==> src/wsp_pkg.sv <==
// Package for the weighted server picker: field widths, opcodes and sequencer states.
// No dependencies; the interfaces, the top level and the verification files import it.
package wsp_pkg;

    localparam int OPCODE_W    = 2;
    localparam int INDEX_W     = 5;
    localparam int IN_WEIGHT_W = 16;
    localparam int RAND_W      = 31;
    localparam int CFG_W       = 6;
    localparam int RAND_CNT_W  = $clog2(RAND_W);

    typedef enum logic [OPCODE_W-1:0] {
        OP_LOAD = 2'd0,
        OP_FAIL = 2'd1,
        OP_PICK = 2'd2
    } t_opcode;

    typedef enum logic [2:0] {
        ST_IDLE,
        ST_SUM,
        ST_DIV,
        ST_WALK,
        ST_DONE
    } t_state;

endpackage

==> src/wsp_req_if.sv <==
// Request channel of the weighted server picker (valid/ready plus request fields).
// Depends on wsp_pkg.
interface wsp_req_if;
    import wsp_pkg::*;

    logic                   valid;
    logic                   ready;
    logic [OPCODE_W-1:0]    opcode;
    logic [INDEX_W-1:0]     entry_index;
    logic [IN_WEIGHT_W-1:0] entry_weight;
    logic                   entry_is_backup;
    logic [RAND_W-1:0]      random_value;

    modport source (output valid, opcode, entry_index, entry_weight, entry_is_backup,
                    random_value, input ready);
    modport sink   (input valid, opcode, entry_index, entry_weight, entry_is_backup,
                    random_value, output ready);
endinterface

==> src/wsp_res_if.sv <==
// Result channel of the weighted server picker (valid/ready plus pick result).
// Depends on wsp_pkg.
interface wsp_res_if;
    import wsp_pkg::*;

    logic               valid;
    logic               ready;
    logic [INDEX_W-1:0] chosen_index;
    logic               found;

    modport source (output valid, chosen_index, found, input ready);
    modport sink   (input valid, chosen_index, found, output ready);
endinterface

==> src/wsp_cfg_if.sv <==
// Configuration write channel of the weighted server picker (server_count register).
// Depends on wsp_pkg.
interface wsp_cfg_if;
    import wsp_pkg::*;

    logic             valid;
    logic             ready;
    logic [CFG_W-1:0] server_count;

    modport source (output valid, server_count, input ready);
    modport sink   (input valid, server_count, output ready);
endinterface

==> src/wsp_ram.sv <==
// Generic single-write, single-read RAM with registered read data.
// No dependencies.
module wsp_ram #(
    parameter int WIDTH = 17,
    parameter int DEPTH = 32
) (
    input  logic                     i_clk,
    input  logic                     i_wr_en,
    input  logic [$clog2(DEPTH)-1:0] i_wr_addr,
    input  logic [WIDTH-1:0]         i_wr_data,
    input  logic                     i_rd_en,
    input  logic [$clog2(DEPTH)-1:0] i_rd_addr,
    output logic [WIDTH-1:0]         o_rd_data
);
    logic [WIDTH-1:0] r_mem [DEPTH];
    logic [WIDTH-1:0] r_rd_data;

    always_ff @(posedge i_clk) begin
        if (i_wr_en) begin
            r_mem[i_wr_addr] <= i_wr_data;
        end
        if (i_rd_en) begin
            r_rd_data <= r_mem[i_rd_addr];
        end
    end

    assign o_rd_data = r_rd_data;
endmodule

==> src/weighted_server_picker_top.sv <==
// Weighted server picker, top level; uses wsp_pkg, the three channel interfaces and wsp_ram.
// The block keeps a table of TABLE_ENTRIES servers (weight and backup mark in a RAM, failed
// marks in flops cleared by reset). A load or mark-failed request takes effect on its transfer.
// A pick walks the table to sum the weights of healthy primary entries, repeats the walk
// over the backup tier when that sum is zero, reduces random_value modulo the sum in a
// bit-serial restoring divider (one quotient bit per cycle), then walks the table again
// subtracting weights until the remainder falls below the current weight, and finally posts
// the result. With zero or one entry in use a pick goes straight to the result. The RAM read
// port, streamed one entry per cycle, sets the walk length, and one shared subtractor serves
// both divider and walk. The request channel is not ready while a pick is in progress. A
// finished result sits in an output register, so a new request is taken while the previous
// result waits; a pick that completes while the output register is still full holds until it
// drains. Only a pick produces a result. server_count is written through the config channel,
// always ready, and is saturated to TABLE_ENTRIES. There is no clearing pass after reset.
module weighted_server_picker_top #(
    parameter int TABLE_ENTRIES = 32,
    parameter int WEIGHT_BITS   = 16
) (
    input  logic      i_clk,
    input  logic      i_rst_n,
    wsp_req_if.sink   i_req,
    wsp_cfg_if.sink   i_cfg,
    wsp_res_if.source o_res
);
    import wsp_pkg::*;

    localparam int IDX_W = $clog2(TABLE_ENTRIES);
    localparam int CNT_W = $clog2(TABLE_ENTRIES + 1);
    localparam int SUM_W = WEIGHT_BITS + IDX_W;
    localparam int RAM_W = WEIGHT_BITS + 1;

    // Control state
    t_state                r_state, n_state;
    logic [CFG_W-1:0]      r_server_count;
    logic [TABLE_ENTRIES-1:0] r_failed, n_failed;
    logic [CNT_W-1:0]      r_idx, n_idx;
    logic                  r_rd_vld, n_rd_vld;
    logic                  r_tier, n_tier;
    logic [RAND_CNT_W-1:0] r_bit, n_bit;
    logic                  r_out_valid, n_out_valid;

    // Datapath
    logic [IDX_W-1:0]      r_rd_idx, n_rd_idx;
    logic [SUM_W-1:0]      r_sum, n_sum;
    logic [SUM_W-1:0]      r_rem, n_rem;
    logic [RAND_W-1:0]     r_rnd, n_rnd;
    logic [IDX_W-1:0]      r_pick, n_pick;
    logic                  r_found, n_found;
    logic [INDEX_W-1:0]    r_out_index, n_out_index;
    logic                  r_out_found, n_out_found;

    // Combinational
    logic                  req_xfer;
    logic                  in_range;
    logic [IDX_W-1:0]      wr_addr;
    logic                  ram_wr_en;
    logic                  ram_rd_en;
    logic [RAM_W-1:0]      ram_rd_data;
    logic [WEIGHT_BITS-1:0] rd_weight;
    logic                  rd_backup;
    logic                  eligible;
    logic [CNT_W-1:0]      cnt;
    logic [SUM_W:0]        sub_a, sub_b;
    logic [SUM_W+1:0]      sub_diff;
    logic                  sub_borrow;
    logic [SUM_W-1:0]      acc_sum;

    assign req_xfer  = i_req.valid && i_req.ready;
    assign in_range  = 32'(i_req.entry_index) < 32'(TABLE_ENTRIES);
    assign wr_addr   = IDX_W'(i_req.entry_index);
    assign ram_wr_en = req_xfer && (i_req.opcode == OP_LOAD) && in_range;

    // Entries in use, saturated at the table size
    assign cnt = ({1'b0, r_server_count} > (CFG_W+1)'(TABLE_ENTRIES)) ?
                 CNT_W'(TABLE_ENTRIES) : CNT_W'(r_server_count);

    // Stream one table read per cycle during the sum and walk passes
    assign ram_rd_en = ((r_state == ST_SUM) || (r_state == ST_WALK)) && (r_idx < cnt);

    wsp_ram #(
        .WIDTH (RAM_W),
        .DEPTH (TABLE_ENTRIES)
    ) u_table (
        .i_clk     (i_clk),
        .i_wr_en   (ram_wr_en),
        .i_wr_addr (wr_addr),
        .i_wr_data ({i_req.entry_is_backup, WEIGHT_BITS'(i_req.entry_weight)}),
        .i_rd_en   (ram_rd_en),
        .i_rd_addr (r_idx[IDX_W-1:0]),
        .o_rd_data (ram_rd_data)
    );

    assign rd_weight = ram_rd_data[WEIGHT_BITS-1:0];
    assign rd_backup = ram_rd_data[WEIGHT_BITS];
    assign eligible  = r_rd_vld && !r_failed[r_rd_idx] && (rd_backup == r_tier);

    // Shared subtractor: divider step in ST_DIV, remainder minus weight in ST_WALK
    always_comb begin
        if (r_state == ST_DIV) begin
            sub_a = {r_rem, r_rnd[RAND_W-1]};
            sub_b = {1'b0, r_sum};
        end else begin
            sub_a = {1'b0, r_rem};
            sub_b = (SUM_W+1)'(rd_weight);
        end
    end
    assign sub_diff   = {1'b0, sub_a} - {1'b0, sub_b};
    assign sub_borrow = sub_diff[SUM_W+1];

    // Weight accumulator for the sum passes
    assign acc_sum = r_sum + SUM_W'(rd_weight);

    assign i_req.ready        = (r_state == ST_IDLE);
    assign i_cfg.ready        = 1'b1;
    assign o_res.valid        = r_out_valid;
    assign o_res.chosen_index = r_out_index;
    assign o_res.found        = r_out_found;

    always_ff @(posedge i_clk) begin
        if (!i_rst_n) begin
            r_state <= ST_IDLE;
        end else begin
            r_state <= n_state;
        end
    end

    always_ff @(posedge i_clk) begin
        if (!i_rst_n) begin
            r_server_count <= CFG_W'(1);
            r_failed       <= '0;
            r_idx          <= '0;
            r_rd_vld       <= 1'b0;
            r_tier         <= 1'b0;
            r_bit          <= '0;
            r_out_valid    <= 1'b0;
        end else begin
            if (i_cfg.valid && i_cfg.ready) begin
                r_server_count <= i_cfg.server_count;
            end
            r_failed    <= n_failed;
            r_idx       <= n_idx;
            r_rd_vld    <= n_rd_vld;
            r_tier      <= n_tier;
            r_bit       <= n_bit;
            r_out_valid <= n_out_valid;
        end
    end

    always_ff @(posedge i_clk) begin
        r_rd_idx    <= n_rd_idx;
        r_sum       <= n_sum;
        r_rem       <= n_rem;
        r_rnd       <= n_rnd;
        r_pick      <= n_pick;
        r_found     <= n_found;
        r_out_index <= n_out_index;
        r_out_found <= n_out_found;
    end

    always_comb begin
        n_state     = r_state;
        n_failed    = r_failed;
        n_idx       = r_idx;
        n_rd_vld    = 1'b0;
        n_tier      = r_tier;
        n_bit       = r_bit;
        n_out_valid = r_out_valid && !o_res.ready;
        n_rd_idx    = r_idx[IDX_W-1:0];
        n_sum       = r_sum;
        n_rem       = r_rem;
        n_rnd       = r_rnd;
        n_pick      = r_pick;
        n_found     = r_found;
        n_out_index = r_out_index;
        n_out_found = r_out_found;

        case (r_state)
            ST_IDLE: begin
                if (req_xfer) begin
                    case (i_req.opcode)
                        OP_LOAD: begin
                            if (in_range) begin
                                n_failed[wr_addr] = 1'b0;
                            end
                        end
                        OP_FAIL: begin
                            if (in_range) begin
                                n_failed[wr_addr] = 1'b1;
                            end
                        end
                        OP_PICK: begin
                            n_rnd   = i_req.random_value;
                            n_pick  = '0;
                            n_found = 1'b0;
                            n_idx   = '0;
                            n_sum   = '0;
                            n_tier  = 1'b0;
                            if (cnt == CNT_W'(0)) begin
                                n_state = ST_DONE;
                            end else if (cnt == CNT_W'(1)) begin
                                // single server: entry 0 unless failed, weight ignored
                                n_found = !r_failed[0];
                                n_state = ST_DONE;
                            end else begin
                                n_state = ST_SUM;
                            end
                        end
                        default: begin
                        end
                    endcase
                end
            end

            ST_SUM: begin
                if (r_idx < cnt) begin
                    n_idx    = r_idx + CNT_W'(1);
                    n_rd_vld = 1'b1;
                end
                if (eligible) begin
                    n_sum = acc_sum;
                end
                if ((r_idx == cnt) && r_rd_vld) begin
                    n_rd_vld = 1'b0;
                    n_idx    = '0;
                    if (n_sum != '0) begin
                        n_rem   = '0;
                        n_bit   = RAND_CNT_W'(RAND_W - 1);
                        n_state = ST_DIV;
                    end else if (!r_tier) begin
                        // primary tier empty: sum the backups
                        n_tier = 1'b1;
                    end else begin
                        n_state = ST_DONE;
                    end
                end
            end

            ST_DIV: begin
                n_rem = sub_borrow ? sub_a[SUM_W-1:0] : sub_diff[SUM_W-1:0];
                n_rnd = {r_rnd[RAND_W-2:0], 1'b0};
                n_bit = r_bit - RAND_CNT_W'(1);
                if (r_bit == '0) begin
                    n_idx   = '0;
                    n_state = ST_WALK;
                end
            end

            ST_WALK: begin
                if (r_idx < cnt) begin
                    n_idx    = r_idx + CNT_W'(1);
                    n_rd_vld = 1'b1;
                end
                if (eligible) begin
                    if (sub_borrow) begin
                        n_pick   = r_rd_idx;
                        n_found  = 1'b1;
                        n_rd_vld = 1'b0;
                        n_state  = ST_DONE;
                    end else begin
                        n_rem = sub_diff[SUM_W-1:0];
                    end
                end
                if ((r_idx == cnt) && r_rd_vld && !(eligible && sub_borrow)) begin
                    n_rd_vld = 1'b0;
                    n_state  = ST_DONE;
                end
            end

            ST_DONE: begin
                if (!r_out_valid || o_res.ready) begin
                    n_out_valid = 1'b1;
                    n_out_found = r_found;
                    n_out_index = r_found ? INDEX_W'(r_pick) : '0;
                    n_state     = ST_IDLE;
                end
            end

            default: begin
                n_state = ST_IDLE;
            end
        endcase
    end

    // A new result only ever comes out of the completion state
    a_res_from_done: assert property (@(posedge i_clk) disable iff (!i_rst_n)
        $rose(r_out_valid) |-> $past(r_state) == ST_DONE)
        else $error("result posted outside completion state");

    // Divider and walk keep the remainder below the tier sum
    a_rem_below_sum: assert property (@(posedge i_clk) disable iff (!i_rst_n)
        (r_state == ST_DIV || r_state == ST_WALK) |-> r_rem < r_sum)
        else $error("remainder not below weight sum");

    // Table walks never run past the entries in use
    a_idx_bound: assert property (@(posedge i_clk) disable iff (!i_rst_n)
        (r_state == ST_SUM || r_state == ST_WALK) |-> r_idx <= cnt)
        else $error("walk index past server count");

endmodule

==> src/flat_wrapper.sv <==
// flat-port wrapper written by rule: the top's interface ports become plain ports
module weighted_server_picker_top_flat import wsp_pkg::*;
#(
    parameter int TABLE_ENTRIES = 32,
    parameter int WEIGHT_BITS   = 16
)
  (i_clk, i_rst_n, i_req_valid, i_req_opcode, i_req_entry_index, i_req_entry_weight, i_req_entry_is_backup, i_req_random_value, i_req_ready, i_cfg_valid, i_cfg_server_count, i_cfg_ready, o_res_valid, o_res_chosen_index, o_res_found, o_res_ready);
  wsp_req_if i_req_i ();
  wsp_cfg_if i_cfg_i ();
  wsp_res_if o_res_i ();
  input  logic i_clk;
  input  logic i_rst_n;
  input wire logic [$bits(i_req_i.valid)-1:0] i_req_valid;
  input wire logic [$bits(i_req_i.opcode)-1:0] i_req_opcode;
  input wire logic [$bits(i_req_i.entry_index)-1:0] i_req_entry_index;
  input wire logic [$bits(i_req_i.entry_weight)-1:0] i_req_entry_weight;
  input wire logic [$bits(i_req_i.entry_is_backup)-1:0] i_req_entry_is_backup;
  input wire logic [$bits(i_req_i.random_value)-1:0] i_req_random_value;
  output wire logic [$bits(i_req_i.ready)-1:0] i_req_ready;
  input wire logic [$bits(i_cfg_i.valid)-1:0] i_cfg_valid;
  input wire logic [$bits(i_cfg_i.server_count)-1:0] i_cfg_server_count;
  output wire logic [$bits(i_cfg_i.ready)-1:0] i_cfg_ready;
  output wire logic [$bits(o_res_i.valid)-1:0] o_res_valid;
  output wire logic [$bits(o_res_i.chosen_index)-1:0] o_res_chosen_index;
  output wire logic [$bits(o_res_i.found)-1:0] o_res_found;
  input wire logic [$bits(o_res_i.ready)-1:0] o_res_ready;
  assign i_req_i.valid = i_req_valid;
  assign i_req_i.opcode = i_req_opcode;
  assign i_req_i.entry_index = i_req_entry_index;
  assign i_req_i.entry_weight = i_req_entry_weight;
  assign i_req_i.entry_is_backup = i_req_entry_is_backup;
  assign i_req_i.random_value = i_req_random_value;
  assign i_req_ready = i_req_i.ready;
  assign i_cfg_i.valid = i_cfg_valid;
  assign i_cfg_i.server_count = i_cfg_server_count;
  assign i_cfg_ready = i_cfg_i.ready;
  assign o_res_valid = o_res_i.valid;
  assign o_res_chosen_index = o_res_i.chosen_index;
  assign o_res_found = o_res_i.found;
  assign o_res_i.ready = o_res_ready;
  weighted_server_picker_top #(.TABLE_ENTRIES(TABLE_ENTRIES), .WEIGHT_BITS(WEIGHT_BITS)) u_core (.i_clk(i_clk), .i_rst_n(i_rst_n), .i_req(i_req_i), .i_cfg(i_cfg_i), .o_res(o_res_i));
endmodule
==> config.mk <==
export PLATFORM = sky130hd
export DESIGN_NAME = weighted_server_picker_top_flat
export DESIGN_NICKNAME = d
export VERILOG_FILES = /design/src/wsp_pkg.sv /design/src/wsp_req_if.sv /design/src/wsp_res_if.sv /design/src/wsp_cfg_if.sv /design/src/wsp_ram.sv /design/src/weighted_server_picker_top.sv /design/src/flat_wrapper.sv
export SDC_FILE = /design/constraint.sdc
export NUM_CORES = 1
export LEC_CHECK = 0
export BUFFER_PORTS_ARGS = -buffer_cell sky130_fd_sc_hd__buf_4
export CAP_MARGIN = 20
export CORE_ASPECT_RATIO = 0.9
export CORE_MARGIN = 4
export CORE_UTILIZATION = 56
export CTS_CLUSTER_SIZE = 28
export DETAILED_ROUTE_END_ITERATION = 10
export GPL_ROUTABILITY_DRIVEN = 0
export PLACE_DENSITY_LB_ADDON = 0.3
export SKIP_LAST_GASP = 1
export SYNTH_ARGS = -nofsm -noshare
export SYNTH_HDL_FRONTEND = slang
export SYNTH_SLANG_ARGS = --single-unit
==> constraint.sdc <==
create_clock -name i_clk -period 4.77 [get_ports i_clk]
set_input_delay 0.477 -clock i_clk [delete_from_list [all_inputs] [get_ports i_clk]]
set_output_delay 0.477 -clock i_clk [all_outputs]
set_load 0.01 [all_outputs]
Word level (Yosys, flattened, before mapping)
Memory sizes are Yosys's and may differ from the RTL's. A register that Yosys moved wholly into a read port is not among the register bits.
Index checks and enable logic that the tools add are counted.
- bits in registers: 145
- latch bits: 0
- bits in writable memories: 544
- memory bits (read-only): 0
- memories: 1
- $add $sub $neg: 4
- multipliers: 0
- divide/modulo/power cells: 0
- magnitude comparators: 5
- equal/unequal tests: 22
- shift operators: 0
- multiplexer cells: 71
- bitwise gates (word level): 3
- reduce and logical (&&, ||, !) cells: 39
- memories (memory ; depth ; bits a word ; rd ports ; clocked after Yosys merged registers in ; write ports ; line ; source):
    u_core.u_table.r_mem ; 32 ; 17 ; 1 ; 1 ; 1 ; wsp_ram.sv:15 ; logic [WIDTH-1:0] r_mem [DEPTH];
- operators with widths (operator ; number):
    21-bit two-way mux ; 10
    32-bit case mux with 2 select lines ; 1
    21-bit case mux with 3 select lines ; 1
    31-bit two-way mux ; 2
    31-bit case mux with 2 select lines ; 1
    21-bit case mux with 2 select lines ; 1
    3-bit two-way mux ; 12
    6-bit two-way mux ; 6
    32-bit AND ; 1
    32-bit inverter ; 1
    32-bit bitwise OR ; 1
    5-bit two-way mux ; 6
    6-bit case mux with 4 select lines ; 1
    22-bit by 21-bit subtractor with 23-bit output ; 1
    22-bit two-way mux ; 1
    21-bit by 16-bit adder with 21-bit output ; 1
    1-bit two-way mux ; 21
    21-bit nonzero test ; 1
    5-bit case mux with 2 select lines ; 2
    3-bit case mux with 5 select lines ; 1
    5-bit AND reduction ; 3
    2-bit inequality test, second input constant ; 7
    5-bit by 6-bit < comparator with 1-bit output, second input constant ; 2
    3-bit AND reduction ; 4
    other kinds (31) ; 56

Longest topological paths before layout
Gate-level depths: netlist of run 1.
- depth after elaboration: 11
- gate-level depth with buffers: 22
- mapped depth without buffers: 17

Hierarchy
Synthesis of run 1 repeated with hierarchy kept, for this count alone.
- cells, all modules: 2276
- area total of the unflattened synthesis: 31189.9 µm²
- by module, submodules not included (module ; instances ; cells each ; area an instance (µm²) ; sequential area each (µm²)):
    wsp_ram ; 1 ; 1212 ; 21907.3 ; 16846.2
    weighted_server_picker_top ; 1 ; 1064 ; 9282.7 ; 3753.6

Worst setup path before layout of run 1
Ideal clock, no wire load.
- path kind: reg2reg
- from: register u_core.r_state[2]
- to: register u_core.r_rem[0] (enable)
- library setup time: 0.402 ns
- arrival: 4.464 ns
- data required time: 4.368 ns
- setup slack: -0.096 ns
- cell stages (with the launch flop): 21
- path through: dfxtp_1 > inv_1 > nand2_1 > or2_2 > clkbuf_1 > clkbuf_1 > clkbuf_1 > nand2_1 > nand2_1 > ha_1 > fa_1 > nor2b_1 > o21a_1 > o21a_1 > o21bai_1 > a21bo_2 > a21oi_1 > o211ai_1 > nand2_1 > a21boi_0 > o21ai_1
- cells in the longest elaborated chain, start to end: 5
- elaborated cells on any way between the ends: 12
- classes of those cells: add/sub: 1; eq/ne: 7; mux: 2; reduce/logical: 2
- ends and longest elaborated chain (element ; line ; source):
    start: declaration ; weighted_server_picker_top.sv:33 ; t_state r_state, n_state;
    start signal: assignment ; weighted_server_picker_top.sv:123 ; r_state <= n_state;
    3-bit by 2-bit equality test with 1-bit output ; weighted_server_picker_top.sv:99, weighted_server_picker_top.sv:177 ;
    22-bit two-way mux or 21-bit two-way mux (tied branches) ; weighted_server_picker_top.sv:99 ; if (r_state == ST_DIV) begin
    22-bit by 21-bit subtractor with 23-bit output ; weighted_server_picker_top.sv:107 ; assign sub_diff = {1'b0, sub_a} - {1'b0, sub_b};
    2-bit inequality test (no source line) ; -- ;
    5-bit AND reduction (no source line) (*) ; -- ;
    end signal: assignment ; weighted_server_picker_top.sv:152 ; r_rem <= n_rem;
    end: declaration ; weighted_server_picker_top.sv:45 ; logic [SUM_W-1:0] r_rem, n_rem;
Every way passes the cells marked *; elsewhere a longest branch is shown, timed or not.
A chain may end at the register's enable or synchronous reset.

Final worst setup path of run 1
- from: register u_core.r_rd_idx[2]
- to: register u_core.r_rem[1] (enable)
- cells in the longest elaborated chain, start to end: 10
- elaborated cells on any way between the ends: 11
- classes of those cells: eq/ne: 2; mux: 4; reduce/logical: 5
- ends and longest elaborated chain (element ; line ; source):
    start: declaration ; weighted_server_picker_top.sv:43 ; logic [IDX_W-1:0] r_rd_idx, n_rd_idx;
    start signal: assignment ; weighted_server_picker_top.sv:150 ; r_rd_idx <= n_rd_idx;
    1-bit binary-select mux with 5-bit select (*) ; weighted_server_picker_top.sv:95 ; assign eligible = r_rd_vld && !r_failed[r_rd_idx] && (rd_backup == r_tier);
    1-bit two-way mux (not written as such) (*) ; weighted_server_picker_top.sv:95 ;
    1-bit zero test (*) ; weighted_server_picker_top.sv:95 ;
    1-bit logical AND (*) (2 in series) ; weighted_server_picker_top.sv:95 ;
    21-bit two-way mux ; weighted_server_picker_top.sv:219 ; if (eligible) begin
    21-bit two-way mux ; weighted_server_picker_top.sv:177 ; case (r_state)
    21-bit nonzero test ; weighted_server_picker_top.sv:225 ; if (n_sum != '0) begin
    2-bit inequality test (no source line) ; -- ;
    5-bit AND reduction (no source line) (*) ; -- ;
Every way passes the cells marked *; elsewhere a longest branch is shown, timed or not. The select of a mux whose other input is x is not followed.

==> results of run 1 <==
==> routing by layer <==
layer | track usage (%) | share of wire [%] | wire, um
met4 | 6.842 | 2.4 | 1700
met3 | 4.824 | 7.9 | 5508
met2 | 39.53 | 49 | 34500
met5 | 0 | 0.039 | 27
met1 | 34.23 | 40 | 28050
==> power groups by stage <==
| stage | logic, W | clock network, W | registers [W] |
|---|---|---|---|
| after floorplan | 0.00385 | 0 | 0.00752 |
| after global placement | 0.00483 | 0 | 0.00774 |
| after detailed placement | 0.00495 | 0 | 0.00775 |
| after CTS | 0.00501 | 0.00553 | 0.00762 |
| after global routing | 0.00553 | 0.00580 | 0.00767 |
| final | 0.00503 | 0.00544 | 0.00762 |
==> cells by family after synthesis <==
family                   count (synthesis)  synth area share, %
AO/OA/AOI/OAI                          233                4.964
XOR/XNOR                                36                1.041
adder cells (fa/ha/maj)                 48                2.032
buffers and inverters                  119                1.499
flip-flops                             706                68.00
multiplexers                           228                14.91
other                                    1              0.01238
AND/OR/NAND/NOR                        524                7.541
==> worst max path at each step <==
stage / start / endpoint
finish: u_core.r_rd_idx[2] / u_core.r_rem[1]
global route: u_core.r_state[2] / u_core.r_rem[3]
CTS: u_core.r_state[2] / u_core.r_rem[6]
detailed placement: u_core.r_state[2] / u_core.r_rem[6]
global placement: u_core.r_state[2] / u_core.r_rem[6]
floorplan: u_core.r_state[2] / u_core.r_rem[10]
==> synthesized netlist by cell type (8+ instances only) <==
library cell / instances / share of area (%)
inv_1: 23 / 0.28
a211oi_1: 13 / 0.32
xnor2_1: 23 / 0.66
and2_1: 9 / 0.19
mux4_2: 177 / 13
buf_1: 18 / 0.22
nor2_1: 133 / 1.6
o21ai_0: 47 / 0.78
a21o_1: 8 / 0.20
clkbuf_1: 73 / 0.90
xor2_1: 13 / 0.38
edfxtp_1: 646 / 64
a22o_1: 11 / 0.32
o21a_1: 15 / 0.37
nand2_1: 261 / 3.2
nor4_1: 10 / 0.21
and3_1: 9 / 0.19
a21oi_1: 71 / 1.2
nor3_1: 15 / 0.25
mux2i_1: 34 / 1.1
dfxtp_1: 60 / 4.0
ha_1: 46 / 1.9
o211ai_1: 10 / 0.25
nor2b_1: 14 / 0.29
nand3_1: 27 / 0.45
or3_1: 12 / 0.25
mux2_2: 17 / 0.63
==> through the flow <==
| step | hold slack [ns] | cells |
|---|---|---|
| after global routing | 0.08533 | 2751 |
| after global placement | 0.4519 | 2625 |
| after floorplan | 0.3540 | 1895 |
| final | 0.08430 | 2751 |
| after CTS | 0.05449 | 2751 |
| after detailed placement | 0.4511 | 2626 |
==> tightest hold or removal path, cell delays in order <==
cell	delay, ns
buf_4	0.08
mux2i_1	0.05
nor2_1	0.07
==> registers in the layout, indices dropped and copies added (netlist names), named ones only <==
register	flops
u_core.o_res.chosen_index	5
u_core.r_bit	5
u_core.r_rnd	31
u_core.r_rd_vld	1
u_core.r_pick	5
u_core.r_server_count	6
u_core.r_rem	21
u_core.r_state	3
u_core.o_res.valid	1
u_core.u_table.o_rd_data	17
u_core.o_res.found	1
u_core.u_table.r_mem	544
u_core.r_sum	21
u_core.r_rd_idx	5
u_core.r_found	1
u_core.r_idx	6
u_core.r_tier	1
==> layout make-up <==
| cell class | instances | area [sq um] |
|---|---|---|
| Tap cell | 697 | 872.1 |
| Fill cell | 3609 | 18950 |
| Clock inverter | 36 | 406.6 |
| Timing Repair Buffer | 129 | 1064 |
| Clock buffer | 89 | 1886 |
| Sequential cell | 706 | 20610 |
| Inverter | 24 | 90.09 |
| Multi-Input combinational cell | 1070 | 9378 |
==> impl_metrics.ini, run 1 <==
[outcome]
status = completed

[cells_and_area]
stdcell_area_sq_um = 34310
area_growth_pct = 13.24
fin_util_pct = 64.42
drive_gt1_share_pct = 23.22
final_common_cell = edfxtp_1
final_nets = 2116
layout_common_cells = edfxtp_1 (646), nand2_1 (261), mux4_2 (177)
antenna_cells = 0

[clock_network]
ctsLongestPathBuffers = 3
post_cts_buffers = 0
h-tree-depth = 3
cts_tree = yes
insertion_delay_ns = 0.64
root_buffer = clkbuf_16
cts_resized = 0
cts_hold_buffers = 0
cts_buffers = 71
cts_sinks = 706
clkTransAtPathRegs_ns = 0.06

[routing]
wl_per_cell_um = 25.37
drt_iter0_drc = 1718
via_count = 17335
post-route-drc-count = 0
first_pass_iters = 5
routed_wirelength_mm = 69.79
ant_nets = 0
vias_per_cell = 6.301

[sta]
fmax_mhz = 229.3
setup_tns_ns = 0
hold_violations = 0
fin_skew_ns = 0.05375
period_share_pct = 91.41
layout_setup_ws_ns = 0.4098
maxSlewViolCount = 0
relSlewSlack_pct = 31.23
fin_crit_ns = 4.360
worst_slew_pin_slew_ns = 1.029
setup_violations = 0
rsz0062_at_grt = no

[worst_hold_path]
holdPathEnd = u_core.r_server_count[1]
min_path_cells = 3
min_path_type = in2reg
hp-start = i_cfg_server_count[1]

[place]
dpl_cell_area_sq_um = 32000
dp_hpwl_mm = 40.09
io_buffers = 73
dpl_worst_slack_ns = 0.1706

[die]
start_util_pct = 56.89
io-pin-count = 75
fp.dieH_um = 228.7
dieArea_sq_um = 57890
core_sq_um = 53250
num_rows = 80
die_w_um = 253.2

[pwr]
p_clk_share_pct = 30.1
power_frac_seq_pct = 42.1
power_switching_w = 0.005507
total_power_w = 0.01810
power.leakage_nw = 11.26
combPwrFrac_pct = 27.8
p_sw_share_pct = 30.43
ir_drop_uv = 393.6
p_int_w = 0.01259
power_density_nw_per_um2 = 527.5

[yosys]
netlist_area_sq_um = 30300
yosysWarnings = 0
synth_area_per_cell_sq_um = 15.99
async_flop_share_pct = 0
yosys.cell_types.count = 65
synth_flop_cell = edfxtp_1
yosysSeqAreaShare_pct = 68.00
synth_edf_count = 646
postSynthCellCount = 1895
ys_ff_latch = 706
synth_nets = 2009

[global_routing]
grt_max_degree = 48
grt_pass1_wl_mm = 106.4
grt_pass1_vias = 17368
antenna_found_initial = 2
grt.total_usage_pct = 24.34
overflow = 0

[worst_setup_path]
critPathMaxStageDelay_ns = 0.71
rr_endpoint = u_core.r_rem[1]
r2r-start = u_core.r_rd_idx[2]
worstPathRequired_ns = 5.09
critPathMaxFanout = 21
r2r_cells = 11
cp_num_cells = 11
cp-end-kind = flip-flop
critPathBufInv = 1
worstPathCellList = mux4_2 -> mux4_2 -> and2_4 -> or3_1 -> nor4_1 -> a41oi_1 -> nor4_4 -> nor2_1 -> nand2_1 -> o21ai_2 -> buf_4
critical_path_class = reg2reg
cp-start-kind = flip-flop
crit_top_cell = mux4_2
arrival_ns = 4.68
critical-path-slowest-cell = dfxtp_1
r2r_slack_ns = 0.41
critPathTopFamily = simple AND/OR/NAND/NOR gates

[job]
cap_violations = 0
(Power assumes the default switching activity.)
==> inputs of run 2 (changes only) <==
--- a/config.mk
+++ b/config.mk
@@ -5,7 +5,7 @@
 export SDC_FILE = /design/constraint.sdc
 export NUM_CORES = 1
 export LEC_CHECK = 0
-export BUFFER_PORTS_ARGS = -buffer_cell sky130_fd_sc_hd__buf_4
+export BUFFER_PORTS_ARGS = -buffer_cell sky130_fd_sc_hd__buf_2
 export CAP_MARGIN = 20
 export CORE_ASPECT_RATIO = 0.9
 export CORE_MARGIN = 4
==> run 2 against run 1 <==
Net effect:
- non-clock buffer count rose by 4
- global-route usage down 0.53 points
- maximum frequency fell by 1.6%
- sequential share of layout area increased by 0.47 points
- register-to-register slack got worse by 0.07 ns
- flip-flop and latch count did not move
- critical endpoint is now u_core.r_rem[2]
- utilization down 0.50 points
- final cell count is 0.29% higher
- hold slack improved by 0.030 ns
- total power decreased by 1.3%
==> impl_metrics.ini, run 2 (synthesis gave the netlist of run 1 again) <==
[outcome]
status = completed

[worst_setup_path]
critical_path_class = reg2reg
arrival_ns = 4.75
critPathMaxFanout = 21
critPathBufInv = 1
worstPathCellList = mux4_2 -> mux4_2 -> and2_4 -> or3_1 -> a2111oi_0 -> a221oi_1 -> nor4_4 -> nor2_1 -> nand2_1 -> o21ai_2 -> buf_4
cp-start-kind = flip-flop
crit_top_cell = mux4_2
critPathMaxStageDelay_ns = 0.60
cp-end-kind = flip-flop
worstPathRequired_ns = 5.09
critPathTopFamily = simple AND/OR/NAND/NOR gates
critical-path-slowest-cell = dfxtp_1

[cells_and_area]
drive_gt1_share_pct = 23.28
final_common_cell = edfxtp_1
final_nets = 2120
fill_cells = 3657
largest_reg_flops = 544
regMostFlops = u_core.u_table.r_mem
stdcell_area_sq_um = 34040
top_regs = u_core.u_table.r_mem (544), u_core.r_rnd (31)
fin_util_pct = 63.92
antenna_cells = 0
area_growth_pct = 12.35
layout_common_cells = edfxtp_1 (646), nand2_1 (260), mux4_2 (177)

[pwr]
p_int_w = 0.01244
power_density_nw_per_um2 = 524.9
combPwrFrac_pct = 28.1
p_sw_share_pct = 30.37
power_switching_w = 0.005427
power.leakage_nw = 11.19
ir_drop_uv = 440.9
power_frac_seq_pct = 42.3
p_clk_share_pct = 29.6

[die]
start_util_pct = 56.89
num_rows = 80
die_w_um = 253.2
dieArea_sq_um = 57890
core_sq_um = 53250
io-pin-count = 75
fp.dieH_um = 228.7

[clock_network]
cts_tree = yes
cts_hold_buffers = 0
clkTransAtPathRegs_ns = 0.06
root_buffer = clkbuf_16
insertion_delay_ns = 0.62
cts_sinks = 706
h-tree-depth = 3
cts_buffers = 71
ctsLongestPathBuffers = 3

[job]
cap_violations = 0

[global_routing]
grt_pass1_vias = 17191
overflow = 0
antenna_found_initial = 3
grt.total_usage_pct = 23.81
grt_pass1_wl_mm = 104.2
grt_max_degree = 63

[routing]
ant_nets = 0
routed_wirelength_mm = 68.54
drt_iter0_drc = 1787
wl_per_cell_um = 24.84
via_count = 17214
vias_per_cell = 6.239
first_pass_iters = 5
post-route-drc-count = 0

[sta]
hold_violations = 0
setup_violations = 0
layout_setup_ws_ns = 0.3369
whs_ns = 0.1145
fmax_mhz = 225.6
relSlewSlack_pct = 36.83
worst_slew_pin_slew_ns = 0.9455
period_share_pct = 92.94
rsz0062_at_grt = no
fin_skew_ns = 0.04314
maxSlewViolCount = 0
fin_crit_ns = 4.433

[place]
io_buffers = 73
dpl_worst_slack_ns = -0.01929
dpl_cell_area_sq_um = 31750
dp_hpwl_mm = 40.20

[worst_hold_path]
min_path_type = in2reg
[run 2: worst register-to-register path: stages (launching register included)]
cell,delay (ns)
dfxtp_1,0.60
mux4_2,0.58
mux4_2,0.49
and2_4,0.19
or3_1,0.60
a2111oi_0,0.47
a221oi_1,0.15
nor4_4,0.41
nor2_1,0.14
nand2_1,0.22
o21ai_2,0.07
buf_4,0.22
[run 2: layer usage]
layer	global-route usage, %	vias up	part of all wire, %
met5	0	-	0.032
li1	-	7629	-
met2	38.52	746	49
met1	33.44	8684	40
met3	4.779	151	8.1
met4	6.998	4	2.9
[run 2: worst paths after layout]
check | start | cells after the start | endpoint | slack, ns
hold reg to reg | flip-flop | 2 | flip-flop | 0.46
hold / removal | i_cfg_server_count[3] | 3 | u_core.r_server_count[3] | 0.11
setup / recovery | u_core.r_rd_idx[0] | 11 | u_core.r_rem[2] | 0.34
setup reg to reg | u_core.r_rd_idx[0] | 11 | u_core.r_rem[2] | 0.34
[run 2: final cells by class]
cell class	count	area, sq um	area share (%)
multi-input cells	1070	9364	27.51
clock inverters	40	364.1	1.070
flip-flops and latches	706	20610	60.55
repair buffers	133	883.3	2.595
clock buffers	89	1854	5.448
inverters	24	90.09	0.2647
well taps	697	872.1	2.562
[run 2: what timing repair did]
item | CTS | global route
pin swaps | 0 | 1
endpoints found under the hold margin | 0 | 0
setup buffers | 0 | 4
gates resized for setup | 1 | 3
setup endpoints to repair | 13 | 42
[run 2: metrics by stage]
stage / setup TNS [ns] / instances / power (W)
6_report: 0 / 2759 / 0.01787
3_5_place_dp: -0.1023 / 2625 / 0.01262
2_1_floorplan: 0 / 1895 / 0.01137
4_1_cts: 0 / 2754 / 0.01791
5_1_grt: 0 / 2759 / 0.01878
3_3_place_gp: 0 / 2625 / 0.01247
[run 2: power groups by stage]
stage | Clock, W | Combinational, W | Sequential [W]
global placement | 0 | 0.00478 | 0.00769
floorplan | 0 | 0.00385 | 0.00752
CTS | 0.00537 | 0.00498 | 0.00756
global route | 0.00565 | 0.00552 | 0.00761
finish | 0.00528 | 0.00502 | 0.00757
detailed placement | 0 | 0.00494 | 0.00769
